File: config.mk
export PLATFORM = sky130hd
export DESIGN_NAME = scalar_kalman_filter
export DESIGN_NICKNAME = d
export VERILOG_FILES = /design/src/hw/rtl/skf_pkg.sv /design/src/hw/rtl/skf_controller.sv /design/src/hw/rtl/skf_datapath.sv /design/src/hw/rtl/scalar_kalman_filter.sv
export SDC_FILE = /design/constraint.sdc
export NUM_CORES = 2
export LEC_CHECK = 0
export BUFFER_PORTS_ARGS = -buffer_cell sky130_fd_sc_hd__buf_2
export CAP_MARGIN = 25
export CELL_PAD_IN_SITES_DETAIL_PLACEMENT = 1
export CELL_PAD_IN_SITES_GLOBAL_PLACEMENT = 1
export CORE_UTILIZATION = 35
export CTS_CLUSTER_SIZE = 8
export DETAILED_ROUTE_END_ITERATION = 6
export GPL_ROUTABILITY_DRIVEN = 1
export HOLD_SLACK_MARGIN = 0.06
export PLACE_DENSITY_LB_ADDON = 0.1
export SYNTH_ARGS = -nofsm -noshare
export SYNTH_HDL_FRONTEND = slang
export SYNTH_SLANG_ARGS = --single-unit
File: constraint.sdc
create_clock -name clk -period 12.6 [get_ports clk]
set_clock_uncertainty 0.2 [all_clocks]
set_input_delay 2.52 -clock clk [delete_from_list [all_inputs] [get_ports clk]]
set_output_delay 2.52 -clock clk [all_outputs]
set_load 0.03 [all_outputs]
File: src/hw/rtl/skf_pkg.sv
package skf_pkg;

    // Fixed field widths.
    localparam int DATA_W    = 32;
    localparam int GAIN_BITS = 16;
    localparam int GAIN_W    = GAIN_BITS + 1;
    localparam int DEN_W     = DATA_W + 1;
    localparam int REM_W     = DATA_W + 2;
    localparam int DIFF_W    = DATA_W + 1;
    localparam int PROD_W    = GAIN_W + DIFF_W;
    localparam int SUM_W     = DATA_W + 3;

    // The divider produces one quotient bit per step.
    localparam int DIV_STEPS = GAIN_W;
    localparam int DIV_CNT_W = $clog2(DIV_STEPS);

    localparam int FRAC_BITS_DEFAULT = 16;

    localparam logic [GAIN_W-1:0] GAIN_ONE  = GAIN_W'(1) << GAIN_BITS;
    localparam logic [PROD_W-1:0] GAIN_HALF = PROD_W'(1) << (GAIN_BITS - 1);

    // Configuration register indexes.
    localparam int CFG_IDX_W = 1;
    localparam logic [CFG_IDX_W-1:0] REG_PROCESS_NOISE     = 1'b0;
    localparam logic [CFG_IDX_W-1:0] REG_MEASUREMENT_NOISE = 1'b1;

    typedef enum logic [2:0] {
        ST_IDLE,
        ST_PREP,
        ST_DIV,
        ST_MUL_GAIN,
        ST_MUL_COV,
        ST_COMMIT
    } skf_state_t;

    // Commands from the controller to the datapath.
    typedef struct packed {
        logic load;
        logic prep;
        logic div_step;
        logic mul_en;
        logic mul_cov;
        logic est_en;
        logic commit;
    } skf_cmd_t;

endpackage

File: src/hw/rtl/skf_controller.sv
module skf_controller
    import skf_pkg::*;
(
    input  logic     clk,
    input  logic     rst_n,
    input  logic     in_valid,
    output logic     in_ready,
    output logic     out_valid,
    input  logic     out_ready,
    output skf_cmd_t cmd
);

    skf_state_t             state_reg;
    skf_state_t             state_next;
    logic [DIV_CNT_W-1:0]   cnt_reg;
    logic [DIV_CNT_W-1:0]   cnt_next;
    logic                   out_valid_reg;
    logic                   out_valid_next;

    always_ff @(posedge clk or negedge rst_n)
    begin
        if (!rst_n)
        begin
            state_reg     <= ST_IDLE;
            cnt_reg       <= '0;
            out_valid_reg <= 1'b0;
        end
        else
        begin
            state_reg     <= state_next;
            cnt_reg       <= cnt_next;
            out_valid_reg <= out_valid_next;
        end
    end

    always_comb
    begin
        state_next = state_reg;
        cmd        = '0;
        in_ready   = 1'b0;
        case (state_reg)
            ST_IDLE:
            begin
                in_ready = 1'b1;
                if (in_valid)
                begin
                    cmd.load   = 1'b1;
                    state_next = ST_PREP;
                end
            end
            ST_PREP:
            begin
                cmd.prep   = 1'b1;
                state_next = ST_DIV;
            end
            ST_DIV:
            begin
                cmd.div_step = 1'b1;
                if (cnt_reg == DIV_CNT_W'(DIV_STEPS - 1))
                begin
                    state_next = ST_MUL_GAIN;
                end
            end
            ST_MUL_GAIN:
            begin
                cmd.mul_en = 1'b1;
                state_next = ST_MUL_COV;
            end
            ST_MUL_COV:
            begin
                cmd.mul_en  = 1'b1;
                cmd.mul_cov = 1'b1;
                cmd.est_en  = 1'b1;
                state_next  = ST_COMMIT;
            end
            ST_COMMIT:
            begin
                // The state doubles as the output register, so it may only
                // change once the previous result has been taken.
                if (!out_valid_reg || out_ready)
                begin
                    cmd.commit = 1'b1;
                    state_next = ST_IDLE;
                end
            end
            default:
            begin
                state_next = ST_IDLE;
            end
        endcase
    end

    always_comb
    begin
        cnt_next = (state_reg == ST_DIV) ? cnt_reg + DIV_CNT_W'(1) : '0;
        if (cmd.commit)
        begin
            out_valid_next = 1'b1;
        end
        else if (out_ready)
        begin
            out_valid_next = 1'b0;
        end
        else
        begin
            out_valid_next = out_valid_reg;
        end
    end

    assign out_valid = out_valid_reg;

endmodule

File: src/hw/rtl/skf_datapath.sv
module skf_datapath
    import skf_pkg::*;
#(
    parameter int FRAC_BITS = FRAC_BITS_DEFAULT
)
(
    input  logic                    clk,
    input  logic                    rst_n,
    input  skf_cmd_t                cmd,
    input  logic signed [DATA_W-1:0] measurement,
    input  logic                    cfg_write_en,
    input  logic [CFG_IDX_W-1:0]    cfg_index,
    input  logic [DATA_W-1:0]       cfg_data,
    output logic signed [DATA_W-1:0] filtered_estimate,
    output logic [DATA_W-1:0]       error_variance
);

    localparam logic [DATA_W-1:0] Q_RESET = DATA_W'(((1 << FRAC_BITS) + 5) / 10);
    localparam logic [DATA_W-1:0] R_RESET = DATA_W'(1 << (FRAC_BITS - 1));
    localparam logic [DATA_W-1:0] P_RESET = DATA_W'(1 << FRAC_BITS);

    // Configuration and filter state.
    logic [DATA_W-1:0]  q_reg;
    logic [DATA_W-1:0]  r_reg;
    logic [DATA_W-1:0]  est_reg;
    logic [DATA_W-1:0]  cov_reg;

    // Working registers.
    logic [DATA_W-1:0]  meas_reg;
    logic [DATA_W-1:0]  pp_reg;
    logic [DEN_W-1:0]   den_reg;
    logic [REM_W-1:0]   rem_reg;
    logic [GAIN_W-1:0]  quo_reg;
    logic [DIFF_W-1:0]  absd_reg;
    logic               neg_reg;
    logic [PROD_W-1:0]  prod_reg;
    logic [DATA_W-1:0]  ne_reg;

    logic [DEN_W-1:0]   pp_sum;
    logic [DATA_W-1:0]  pp_sat;
    logic [DIFF_W-1:0]  diff;
    logic               ge;
    logic [REM_W-1:0]   rem_sub;
    logic [GAIN_W-1:0]  gain;
    logic [GAIN_W-1:0]  mul_a;
    logic [DIFF_W-1:0]  mul_b;
    logic [PROD_W-1:0]  mul_p;
    logic [PROD_W-1:0]  rnd;
    logic [DIFF_W-1:0]  corr_mag;
    logic [SUM_W-1:0]   corr;
    logic [SUM_W-1:0]   est_sum;
    logic [DATA_W-1:0]  est_sat;

    always_ff @(posedge clk or negedge rst_n)
    begin
        if (!rst_n)
        begin
            q_reg   <= Q_RESET;
            r_reg   <= R_RESET;
            est_reg <= '0;
            cov_reg <= P_RESET;
        end
        else
        begin
            if (cfg_write_en && cfg_index == REG_PROCESS_NOISE)
            begin
                q_reg <= cfg_data;
            end
            if (cfg_write_en && cfg_index == REG_MEASUREMENT_NOISE)
            begin
                r_reg <= cfg_data;
            end
            if (cmd.commit)
            begin
                est_reg <= ne_reg;
                cov_reg <= rnd[GAIN_BITS +: DATA_W];
            end
        end
    end

    always_comb
    begin
        pp_sum  = {1'b0, cov_reg} + {1'b0, q_reg};
        pp_sat  = pp_sum[DATA_W] ? '1 : pp_sum[DATA_W-1:0];
        diff    = {meas_reg[DATA_W-1], meas_reg} - {est_reg[DATA_W-1], est_reg};
        ge      = rem_reg >= {1'b0, den_reg};
        rem_sub = ge ? rem_reg - {1'b0, den_reg} : rem_reg;
        // A zero denominator only happens with P + Q and R both zero.
        gain    = (den_reg == '0) ? '0 : quo_reg;
        mul_a   = cmd.mul_cov ? GAIN_ONE - gain : gain;
        mul_b   = cmd.mul_cov ? {1'b0, pp_reg} : absd_reg;
        mul_p   = PROD_W'(mul_a) * PROD_W'(mul_b);
        // One rounding adder serves both products.
        rnd      = prod_reg + GAIN_HALF;
        corr_mag = rnd[GAIN_BITS +: DIFF_W];
        corr     = neg_reg ? -{2'b0, corr_mag} : {2'b0, corr_mag};
        est_sum  = {{3{est_reg[DATA_W-1]}}, est_reg} + corr;
        if (!est_sum[SUM_W-1] && est_sum[SUM_W-2:DATA_W-1] != '0)
        begin
            est_sat = {1'b0, {(DATA_W-1){1'b1}}};
        end
        else if (est_sum[SUM_W-1] && est_sum[SUM_W-2:DATA_W-1] != '1)
        begin
            est_sat = {1'b1, {(DATA_W-1){1'b0}}};
        end
        else
        begin
            est_sat = est_sum[DATA_W-1:0];
        end
    end

    always_ff @(posedge clk)
    begin
        if (cmd.load)
        begin
            meas_reg <= measurement;
            pp_reg   <= pp_sat;
        end
        if (cmd.prep)
        begin
            den_reg  <= {1'b0, pp_reg} + {1'b0, r_reg};
            rem_reg  <= {2'b0, pp_reg};
            quo_reg  <= '0;
            neg_reg  <= diff[DIFF_W-1];
            absd_reg <= diff[DIFF_W-1] ? -diff : diff;
        end
        if (cmd.div_step)
        begin
            rem_reg <= {rem_sub[REM_W-2:0], 1'b0};
            quo_reg <= {quo_reg[GAIN_W-2:0], ge};
        end
        if (cmd.mul_en)
        begin
            prod_reg <= mul_p;
        end
        if (cmd.est_en)
        begin
            ne_reg <= est_sat;
        end
    end

    assign filtered_estimate = est_reg;
    assign error_variance    = cov_reg;

endmodule

File: src/hw/rtl/scalar_kalman_filter.sv
// out_valid rises once an accepted request has been committed. If the previous
// result has not been taken by the commit step, the commit holds until it is.
// A new request is accepted only after the last one commits; the 17-step radix-2
// gain divider and one shared 17x33 multiplier used twice set the pace.
// Reset (rst_n low, asynchronous): estimate 0, covariance 1.0, Q 0.1, R 0.5.
module scalar_kalman_filter
    import skf_pkg::*;
#(
    parameter int FRAC_BITS = FRAC_BITS_DEFAULT
)
(
    input  logic                     clk,
    input  logic                     rst_n,
    input  logic                     in_valid,
    output logic                     in_ready,
    input  logic signed [DATA_W-1:0] measurement,
    output logic                     out_valid,
    input  logic                     out_ready,
    output logic signed [DATA_W-1:0] filtered_estimate,
    output logic [DATA_W-1:0]        error_variance,
    input  logic                     cfg_write_en,
    input  logic [CFG_IDX_W-1:0]     cfg_index,
    input  logic [DATA_W-1:0]        cfg_data
);

    // The controller walks each request through a fixed sequence:
    // load the measurement and the saturated prediction P + Q, form the
    // denominator and |m - e|, run the restoring divider for the gain one
    // quotient bit per cycle, multiply K * |m - e|, then multiply
    // (1 - K) * (P + Q) while the rounded estimate correction is saturated,
    // and finally commit the new estimate and covariance.
    //
    // The filter state registers are also the result registers, so a new
    // request can be accepted while the last result is still waiting; the
    // commit step simply holds until that result has been taken.

    skf_cmd_t cmd;

    skf_controller u_ctrl (
        .clk       (clk),
        .rst_n     (rst_n),
        .in_valid  (in_valid),
        .in_ready  (in_ready),
        .out_valid (out_valid),
        .out_ready (out_ready),
        .cmd       (cmd)
    );

    skf_datapath #(
        .FRAC_BITS (FRAC_BITS)
    ) u_dp (
        .clk               (clk),
        .rst_n             (rst_n),
        .cmd               (cmd),
        .measurement       (measurement),
        .cfg_write_en      (cfg_write_en),
        .cfg_index         (cfg_index),
        .cfg_data          (cfg_data),
        .filtered_estimate (filtered_estimate),
        .error_variance    (error_variance)
    );

    // A request is taken only when no other one is in progress.
    a_single_request: assert property (@(posedge clk) disable iff (!rst_n)
        (in_valid && in_ready) |=> !in_ready)
        else $error("request accepted while another was in progress");

    // New results may never overwrite a result that has not been taken.
    a_commit_free: assert property (@(posedge clk) disable iff (!rst_n)
        cmd.commit |-> (!out_valid || out_ready))
        else $error("result overwritten before it was taken");

    // Only one datapath step is active in any cycle.
    a_one_step: assert property (@(posedge clk) disable iff (!rst_n)
        $onehot0({cmd.load, cmd.prep, cmd.div_step, cmd.mul_en, cmd.commit}))
        else $error("overlapping datapath commands");

    // The estimate and variance outputs only change on a commit.
    a_state_hold: assert property (@(posedge clk) disable iff (!rst_n)
        !$past(cmd.commit) |-> ($stable(filtered_estimate) && $stable(error_variance)))
        else $error("filter state changed outside a commit");

endmodule
==> flow_metrics.py <==
metrics = {
    "clock_tree": {
        "cts_buffers": 54,
        "clkTransAtPathRegs_ps": 60,
        "clock_latency_ps": 620,
        "clk_path_buf_depth": 3,
        "cts_setup_buffers": 0,
        "cts_resized": 0,
        "clock-root-buffer": "clkbuf_16",
        "clock-sinks": 385,
        "cts_tree": "yes",
        "hold_buffers": 0,
        "htree_levels": 2,
    },
    "sta": {
        "setup_viol": 0,
        "whs_ps": 274,
        "hold_viol": 0,
        "fin_crit_sh_pct": 91.5,
        "fin_setup_tns_ps": 0,
        "slew_headroom_pct": 26.4,
        "min_period_ps": 11530,
        "rsz0062_at_grt": "false",
        "maxSlewViolCount": 0,
        "tightestPinTransition_ps": 1070,
        "max_freq_mhz": 86.7,
    },
    "die": {
        "num_rows": 126,
        "die-area_mm2": 0.121,
        "start_util_pct": 35.4,
        "core-area_mm2": 0.118,
        "die_x_um": 348,
        "fp.dieH_um": 348,
        "pin_count": 136,
    },
    "synthesis": {
        "syn-instance-count": 4532,
        "syn_avg_cell_area_um2": 9.25,
        "syn_area_mm2": 0.0419,
        "synth_flop_cell": "edfxtp_1",
        "ys_warn_count": 0,
        "synth_cell_types": 88,
        "netlist_top_cells_area": "fa_1 (22%), edfxtp_1 (18%), ha_1 (8.6%)",
        "yosysSeqAreaShare_pct": 26.0,
        "ys_seq_elements": 385,
        "ys_async_sr_fraction_pct": 35.6,
        "yosysTopAreaCell": "fa_1",
        "synth.top_cell.area_share_pct": 22.3,
        "synth_edf_count": 247,
        "synth_nets": 5355,
    },
    "critical_path": {
        "path_max_fanout": 31,
        "crit_slowest_cell": "or4_1",
        "start_kind": "flop",
        "critical_path_class": "flop to flop",
        "slowest_delay_ps": 840,
        "crit_path_end_kind": "flop",
        "cp.arrival_ps": 11670,
        "crit_top_cell": "fa_1",
        "crit_required_ps": 12740,
    },
    "drt": {
        "via_count": 32086,
        "wl_um": 143000,
        "drcViolationCount": 0,
        "drtIter0Drc": 1865,
        "wire_per_inst_um": 22.8,
        "routed_via_density": 5.11,
        "detail-route-antenna-nets": 0,
        "first_pass_iters": 5,
    },
    "grt": {
        "grt.total_usage_pct": 23.8,
        "grt_pass1_wl_um": 218000,
        "grt_max_degree": 76,
        "grt.overflow.total": 0,
        "antenna_found_initial": 0,
        "grt_pass1_vias": 34104,
    },
    "placed_design": {
        "place_hpwl_um": 116000,
        "port_buffers": 135,
        "dp.cells": 6169,
        "place_area_mm2": 0.0446,
        "place.gp.congestion": 0.861,
    },
    "final_layout": {
        "fillers": 13697,
        "fin_area_mm2": 0.0462,
        "fin_nets": 5450,
        "area_growth_syn_to_layout_pct": 10.1,
        "layout.cells.non_filler": 6273,
        "layout-drive-gt1-share_pct": 9.42,
    },
    "min_path": {
        "hp-class": "flop to flop",
    },
    "run_status": {
        "outcome": "finished, final reports clean",
    },
    "run": {
        "maxCapViolations": 0,
    },
}
[final timing paths]
check,cells past startpoint,slack [ps],start,end
setup reg to reg,32,1070,u_dp.den_reg[1],u_dp.prod_reg[48]
min in group asynchronous,1,1710,rst_n,u_dp.r_reg[25]
setup / recovery,32,1070,u_dp.den_reg[1],u_dp.prod_reg[48]
max in group asynchronous,2,9020,rst_n,u_dp.error_variance[2]
hold reg to reg,1,270,u_dp.ne_reg[20],u_dp.filtered_estimate[20]
hold / removal,1,270,u_dp.ne_reg[20],u_dp.filtered_estimate[20]
[critical path, delay by kind of cell (launching register included)]
kind	cells	cell delay, ps
fa+ha+maj	8	3800
xor+xnor	1	80
buf+inv	6	750
simple gates	5	2020
flops	1	420
compound gates	12	3980
[through the flow]
| step | utilization (%) | worst slack [ps] |
|---|---|---|
| floorplan | - | 3180 |
| global placement | 37.7 | 1090 |
| detailed placement | 37.7 | 903 |
| CTS | 39.0 | 881 |
| global route | 39.0 | 325 |
| finish | 39.0 | 1070 |
[routing by layer]
metal | global-route usage [%] | wire length, µm | up-vias
li1 | - | - | 15070
met3 | 2.07 | 4140 | 129
met1 | 33.6 | 67900 | 16429
met2 | 39.9 | 67800 | 458
met5 | 0 | 0 | -
met4 | 4.82 | 3010 | 0
[Yosys cell counts, drive strengths merged (18+ instances only)]
library cell,number
o21bai,21
ha,287
mux2i,32
mux2,109
o22ai,35
buf,24
nor2,263
nand2,693
xor2,106
and2,71
and3,54
nor2b,26
a21oi,170
inv,717
nand4,30
nand2b,30
xnor2,164
nor3,68
edfxtp,247
nor4,18
a31oi,22
o21ai,162
clkbuf,145
o21a,35
a211oi,22
nand3,64
a21o,107
fa,466
dfrtp,128
[cell type report]
cell class / count / area, µm² / share of cell area (%)
inverter: 718 / 2700 / 5.84
sequential: 385 / 10900 / 23.6
timing repair buffer: 208 / 1230 / 2.66
tap: 1600 / 2000 / 4.34
clock inverter: 3 / 33.8 / 0.0732
clock buffer: 96 / 1530 / 3.31
antenna: 3 / 7.51 / 0.0163
multi-input combinational: 3260 / 27800 / 60.2
[logic make-up (layout without fill, tap and decap cells)]
kind of cell / count (synthesis) / count (layout) / share of synthesized area [%]
other: 0 / 3 / 0
flip-flops: 385 / 385 / 26.0
XOR/XNOR: 270 / 270 / 5.64
AND/OR/NAND/NOR: 1387 / 1387 / 14.9
AO/OA/AOI/OAI: 709 / 709 / 10.9
buffers and inverters: 887 / 1025 / 8.04
multiplexers: 141 / 141 / 3.69
adder cells (fa/ha/maj): 753 / 753 / 30.8
[cell usage in the layout, fill, tap and decap left out, types with 105 or more instances in the layout]
master and instances:
edfxtp_1 247, xor2_1 105, mux2_2 109, nand2_1 692, o21ai_0 152, inv_1 716
dfrtp_1 128, fa_1 466, nor2_1 256, a21oi_1 169, xnor2_1 163, buf_2 134
ha_1 287, a21o_1 107
Power is left out: the tool's default activity adds up to more than one toggle a clock period on the data nets, which glitch-free logic cannot reach.
